--- src/hdl/ose_pkg.sv ---
// ----------------------------------------------------------------------------
// ose_pkg
// Shared types and constants for the operand stack engine.
// ----------------------------------------------------------------------------
package ose_pkg;

  localparam int DEF_STACK_DEPTH  = 256;
  localparam int DEF_PAYLOAD_BITS = 32;

  localparam int IN_W  = 48;
  localparam int OUT_W = 56;

  localparam logic [8:0] LIMIT_RESET = 9'd256;

  localparam logic [3:0] TYPE_INT  = 4'd1;
  localparam logic [3:0] TYPE_BOOL = 4'd2;
  localparam logic [3:0] TYPE_MARK = 4'd3;

  typedef enum logic [3:0] {
    A_PUSH    = 4'd0,
    A_POP     = 4'd1,
    A_EXCH    = 4'd2,
    A_DUP     = 4'd3,
    A_INDEX   = 4'd4,
    A_ROLL    = 4'd5,
    A_CLEAR   = 4'd6,
    A_COUNT   = 4'd7,
    A_CTMARK  = 4'd8,
    A_CLMARK  = 4'd9,
    A_CVLIT   = 4'd10,
    A_CVX     = 4'd11,
    A_DOEXEC  = 4'd12,
    A_XCHECK  = 4'd13
  } action_t;

  typedef enum logic [2:0] {
    ST_OK        = 3'd0,
    ST_UNDER     = 3'd1,
    ST_OVER      = 3'd2,
    ST_TYPE      = 3'd3,
    ST_RANGE     = 3'd4,
    ST_UNMATCHED = 3'd5,
    ST_ACCESS    = 3'd6
  } status_t;

  typedef enum logic [3:0] {
    S_IDLE, S_RD2, S_EVAL, S_WR2, S_IDXRD, S_IDXWR, S_MOD,
    S_CPR, S_CPW, S_BKR, S_BKW, S_SRD, S_SCHK, S_TOP, S_OUT
  } state_t;

  typedef enum logic [4:0] {
    C_NONE, C_LOAD, C_RD2, C_EVAL, C_WR2, C_IDXRD, C_IDXWR, C_MOD, C_MODFIN,
    C_CPR, C_CPW, C_BKR, C_BKW, C_SRD, C_SCHK, C_TOP, C_OUT
  } cmd_t;

  typedef struct packed {
    action_t op;
    logic    err;
    logic    roll_short;
    logic    mod_done;
    logic    cp_last;
    logic    srch_end;
    logic    mark_hit;
    logic    out_free;
  } dp_stat_t;

endpackage

--- src/hdl/ose_ctrl.sv ---
// ----------------------------------------------------------------------------
// ose_ctrl
// Sequencer: steps each operation through fetch, check, update and report.
// ----------------------------------------------------------------------------
module ose_ctrl (
  input  logic             clk,
  input  logic             rst_n,
  input  logic             in_tvalid,
  output logic             in_tready,
  input  ose_pkg::dp_stat_t stat,
  output ose_pkg::cmd_t    cmd
);
  import ose_pkg::*;

  state_t state_r, state_nxt;

  always_ff @(posedge clk) begin
    if (!rst_n) begin
      state_r <= S_IDLE;
    end else begin
      state_r <= state_nxt;
    end
  end

  always_comb begin
    state_nxt = state_r;
    cmd       = C_NONE;
    in_tready = 1'b0;
    case (state_r)
      S_IDLE: begin
        in_tready = 1'b1;
        if (in_tvalid) begin
          cmd       = C_LOAD;
          state_nxt = S_RD2;
        end
      end
      S_RD2: begin
        cmd       = C_RD2;
        state_nxt = S_EVAL;
      end
      S_EVAL: begin
        cmd = C_EVAL;
        if (stat.err) begin
          state_nxt = S_TOP;
        end else begin
          case (stat.op)
            A_EXCH:           state_nxt = S_WR2;
            A_INDEX:          state_nxt = S_IDXRD;
            A_ROLL:           state_nxt = stat.roll_short ? S_TOP : S_MOD;
            A_CTMARK, A_CLMARK: state_nxt = S_SRD;
            default:          state_nxt = S_TOP;
          endcase
        end
      end
      S_WR2: begin
        cmd       = C_WR2;
        state_nxt = S_TOP;
      end
      S_IDXRD: begin
        cmd       = C_IDXRD;
        state_nxt = S_IDXWR;
      end
      S_IDXWR: begin
        cmd       = C_IDXWR;
        state_nxt = S_TOP;
      end
      S_MOD: begin
        if (stat.mod_done) begin
          cmd       = C_MODFIN;
          state_nxt = S_CPR;
        end else begin
          cmd = C_MOD;
        end
      end
      S_CPR: begin
        cmd       = C_CPR;
        state_nxt = S_CPW;
      end
      S_CPW: begin
        cmd       = C_CPW;
        state_nxt = stat.cp_last ? S_BKR : S_CPR;
      end
      S_BKR: begin
        cmd       = C_BKR;
        state_nxt = S_BKW;
      end
      S_BKW: begin
        cmd       = C_BKW;
        state_nxt = stat.cp_last ? S_TOP : S_BKR;
      end
      S_SRD: begin
        cmd       = C_SRD;
        state_nxt = stat.srch_end ? S_TOP : S_SCHK;
      end
      S_SCHK: begin
        cmd       = C_SCHK;
        state_nxt = stat.mark_hit ? S_TOP : S_SRD;
      end
      S_TOP: begin
        cmd       = C_TOP;
        state_nxt = S_OUT;
      end
      S_OUT: begin
        if (stat.out_free) begin
          cmd       = C_OUT;
          state_nxt = S_IDLE;
        end
      end
      default: state_nxt = S_IDLE;
    endcase
  end

endmodule

--- config.mk ---
export PLATFORM = sky130hd
export DESIGN_NAME = ose_ctrl
export DESIGN_NICKNAME = d
export VERILOG_FILES = /design/src/hdl/ose_pkg.sv /design/src/hdl/ose_ctrl.sv
export SDC_FILE = /design/constraint.sdc
export NUM_CORES = 1
export LEC_CHECK = 0
export BUFFER_PORTS_ARGS = -buffer_cell sky130_fd_sc_hd__buf_2
export CAP_MARGIN = 20
export CORE_AREA = 2 2 39 41
export DETAILED_ROUTE_END_ITERATION = 8
export DIE_AREA = 0 0 41 43
export GPL_TIMING_DRIVEN = 0
export PLACE_DENSITY = 0.63
export SKIP_CTS_REPAIR_TIMING = 1
export SYNTH_ARGS = -nofsm -noshare
export SYNTH_HDL_FRONTEND = slang
export SYNTH_SLANG_ARGS = --single-unit
--- constraint.sdc ---
create_clock -name clk -period 2.7 [get_ports clk]
set_input_delay 0.405 -clock clk [delete_from_list [all_inputs] [get_ports clk]]
set_output_delay 0.405 -clock clk [all_outputs]
set_load 0.01 [all_outputs]
-- Word-level counts from Yosys, hierarchy flattened
Index checks and enable logic that the tools add are counted.
- output and inout port bits: 6
- register bits after elaboration: 4
- input port bits: 14
- equal/unequal tests: 22
- multiplexer cells: 16
- reduce and logical (&&, ||, !) cells: 4
- operators by type and width (cell ; count):
    $pmux W5 S15 ; 1
    $pmux W4 S14 ; 1
    $eq A4 B4 Y1 const B ; 9
    $mux W4 ; 7
    $eq A4 B3 Y1 const B ; 6
    $pmux W4 S4 ; 1
    $eq A4 B2 Y1 const B ; 3
    $mux W3 ; 2
    $ne A2 B2 Y1 const B ; 3
    $mux W5 ; 1
    $eq A4 B1 Y1 const B ; 1
    $logic_not A4 Y1 ; 1
    $reduce_or A2 Y1 ; 2
    $mux W1 ; 3
    $reduce_and A3 Y1 ; 1

-- Depth between registers and ports, before layout
- depth in word-level cells: 5
- gate-level depth with buffers: 5

-- Worst setup path after synthesis
Ideal clock, no wire load.
- kind: register -> output
- start point: reg state_r[2]
- end point: out cmd[0]
- cell stages (with the launch flop): 6
- required time: 2295 ps
- setup slack: 1073 ps
- buffers on the path: 1
- data arrival time: 1222 ps
- path through: dfxtp_1 -> clkbuf_1 -> nor2_1 -> o21ai_1 -> a21oi_1 -> nor3_1
- word-level cells in the longest chain between the ends: 2
- elaborated cells on any way between the ends: 16
- classes of those cells: eq/ne: 14; mux: 1; reduce/logical: 1
- ends and longest elaborated chain (element ; RTL line ; text):
    start: declaration ; ose_ctrl.sv:15 ; state_t state_r, state_nxt;
    start signal: assignment ; ose_ctrl.sv:21 ; state_r <= state_nxt;
    $eq A4 B4 Y1 (tied with other cells) ; ose_ctrl.sv:29 ; case (state_r)
    $pmux W5 S15 (*) ; ose_ctrl.sv:29 ;
    end: declaration ; ose_ctrl.sv:11 ; output ose_pkg::cmd_t cmd
Every way passes the cells marked *; elsewhere a longest branch is shown, timed or not.

-- Worst setup path after layout
Same ends and word-level chain as after synthesis.

==> impl_metrics.py <==
metrics = {
    "route": {
        "ant_nets": 0,
        "drcViolationCount": 0,
        "via_per_inst": 5.65,
        "drt_iter0_drc": 13,
        "num_vias": 650,
        "post_drt_wl_per_cell_um": 11.8,
        "wl_mm": 1.36,
        "dr.pass1.iters": 4,
    },
    "floorplanning": {
        "dieWidth_um": 41,
        "initial_utilization_pct": 37.2,
        "ios": 20,
        "rows": 14,
        "core-area_um2": 1380,
        "die_h_um": 43,
        "die_area_um2": 1760,
    },
    "setup_path": {
        "cp-start-kind": "flop",
        "end_kind": "output port",
        "path_buf_inv": 2,
        "cpMaxStageDelayCell": "dfxtp_1",
        "crit_family": "buffers and inverters",
        "critPathArrivalTime_ns": 1.62,
        "required_ns": 2.30,
        "setup.worst_path.class": "reg -> out",
        "cpPeakStageDelay_ns": 0.44,
        "path_max_fanout": 10,
        "cp_cell_sequence": "clkbuf_1 -> nor2_1 -> o21ai_1 -> a21oi_1 -> nor3_1 -> buf_2",
    },
    "logic_synthesis": {
        "synth_area_per_cell_um2": 6.68,
        "async_reset_ff_share_pct": 0,
        "yosys_warnings": 0,
        "yosys_most_used_dff": "dfxtp_1",
        "synth_cells": 77,
        "synth_fp_nets": 91,
        "ys_types": 36,
        "synth-seq-area-share_pct": 15.6,
        "synth-seq-cells": 4,
        "synth_edf_count": 0,
        "syn-cell-area_um2": 514,
    },
    "global_route": {
        "overflow": 0,
        "grt_pass1_vias": 513,
        "grt_max_degree": 11,
        "antenna_found_initial": 0,
        "grt_pass1_wl_mm": 2.13,
        "track_usage_pct": 16.9,
    },
    "cts": {
        "numClockSinks": 4,
        "root_buffer": "clkbuf_4",
        "clk_pin_slew_ns": 0.04,
        "tritoncts": "built",
        "clock_latency_ns": 0.23,
        "htreeDepth": 1,
        "clock_path_buffers": 2,
        "numCtsBuffers": 3,
    },
    "timing": {
        "final_hold_viol_count": 0,
        "layout_setup_ws_ns": 0.677,
        "setup_viol": 0,
        "final.setup_skew_ns": 0.00108,
        "maxSlewViolCount": 0,
        "fmax_ghz": 0.494,
        "maxSlewHeadroom_pct": 73.9,
        "rsz0062_at_grt": "false",
        "tightest_slew_ns": 0.391,
        "hold_slack_ns": 0.435,
        "final.setup.tns_ns": 0,
        "min_period_ns": 2.02,
        "period_share_pct": 74.9,
    },
    "pwr": {
        "p_total_uw": 674,
        "p_leak_nw": 0.280,
        "power_density_nw_per_um2": 1030,
        "peakVddDrop_mv": 0.505,
    },
    "hold_path": {
        "hp-class": "in -> reg",
    },
    "final_layout": {
        "top_regs": "state_r (4)",
        "largest_register_ffs": 4,
        "layout-drive-gt1-share_pct": 26.3,
        "antenna_cells": 0,
        "nNetsFinal": 115,
        "top_register": "state_r",
        "area_delta_synth_final_pct": 26.8,
    },
    "place": {
        "pre_cts_slack_ns": 0.928,
        "port_buffers": 19,
        "dp_hpwl_mm": 1.07,
        "gp_congestion": 0.832,
    },
    "outcome": {
        "status": "complete, no violations",
    },
    "run": {
        "max-cap-violations": 0,
    },
}
-- path summary, 6_finish.rpt --
| path | from | end | slack [ns] | cells after the start |
|---|---|---|---|---|
| setup / recovery | state_r[2]$_SDFFE_PN0P_ | cmd[0] | 0.68 | 6 |
| hold / removal | rst_n | state_r[3]$_SDFFE_PN0P_ | 0.44 | 2 |
| setup reg to reg | state_r[1]$_SDFFE_PN0P_ | state_r[0]$_SDFFE_PN0P_ | 1.20 | 3 |
| hold reg to reg | state_r[0]$_SDFFE_PN0P_ | state_r[1]$_SDFFE_PN0P_ | 0.72 | 4 |
-- kinds of logic after synthesis --
group,count (synthesis),share of synthesized area (%)
and+or+nand+nor,33,34.6
muxes,1,1.95
buffers and inverters,8,6.08
AOI/OAI and AO/OA,31,41.8
DFF,4,15.6
-- power breakdown --
group          switching (mW)  leakage (nW)  internal (mW)  total, mW
Sequential             0.0349        0.0329         0.0859      0.121
Combinational           0.267         0.234          0.215      0.482
Clock                  0.0217        0.0138         0.0495     0.0712
Total                   0.323         0.280          0.350      0.674
-- cell usage in the layout, fill, tap and decap left out, types with 3 or more instances in the layout --
cell type	count
o21ai_0	6
dfxtp_1	4
a21oi_1	5
o21ai_1	3
clkbuf_4	3
buf_2	20
inv_1	3
nand2_1	5
nand2b_1	3
nor2_1	10
o21a_1	3
nor3_1	3
nor2b_1	4
-- layout make-up --
cell class	count	area [µm²]
timing repair buffer	19	95.1
multi-input combinational	65	403
clock buffer	3	22.5
buffer	4	16.3
tap	16	20.0
inverter	4	15.0
sequential	4	80.1
fill	139	732
-- metal layers --
metal / track usage [%] / wire (µm) / vias to the layer above
li1: - / - / 336
met1: 23.1 / 622 / 295
met2: 27.2 / 665 / 19
met3: 1.57 / 71 / 0
met4: 4.00 / 0 / 0
met5: 0 / 0 / -
-- metrics by stage --
step	cells	util [%]	area, µm²
floorplan	77	-	514
global placement	112	45.5	629
detailed placement	112	45.5	629
CTS	115	47.1	652
global route	115	47.1	652
finish	115	47.1	652
-- Yosys cell counts (2+ instances only) --
| master | count | area [µm²] |
|---|---|---|
| a21oi_1 | 5 | 25.0 |
| clkbuf_1 | 2 | 7.51 |
| dfxtp_1 | 4 | 80.1 |
| inv_1 | 3 | 11.3 |
| nand2_1 | 5 | 18.8 |
| nand2b_1 | 3 | 18.8 |
| nand3_1 | 2 | 10.0 |
| nor2_1 | 10 | 37.5 |
| nor2b_1 | 4 | 25.0 |
| nor3_1 | 3 | 15.0 |
| o21a_1 | 3 | 22.5 |
| o21ai_0 | 6 | 30.0 |
| o21ai_1 | 3 | 15.0 |
| o31ai_1 | 2 | 15.0 |
(Power assumes the default switching activity.)
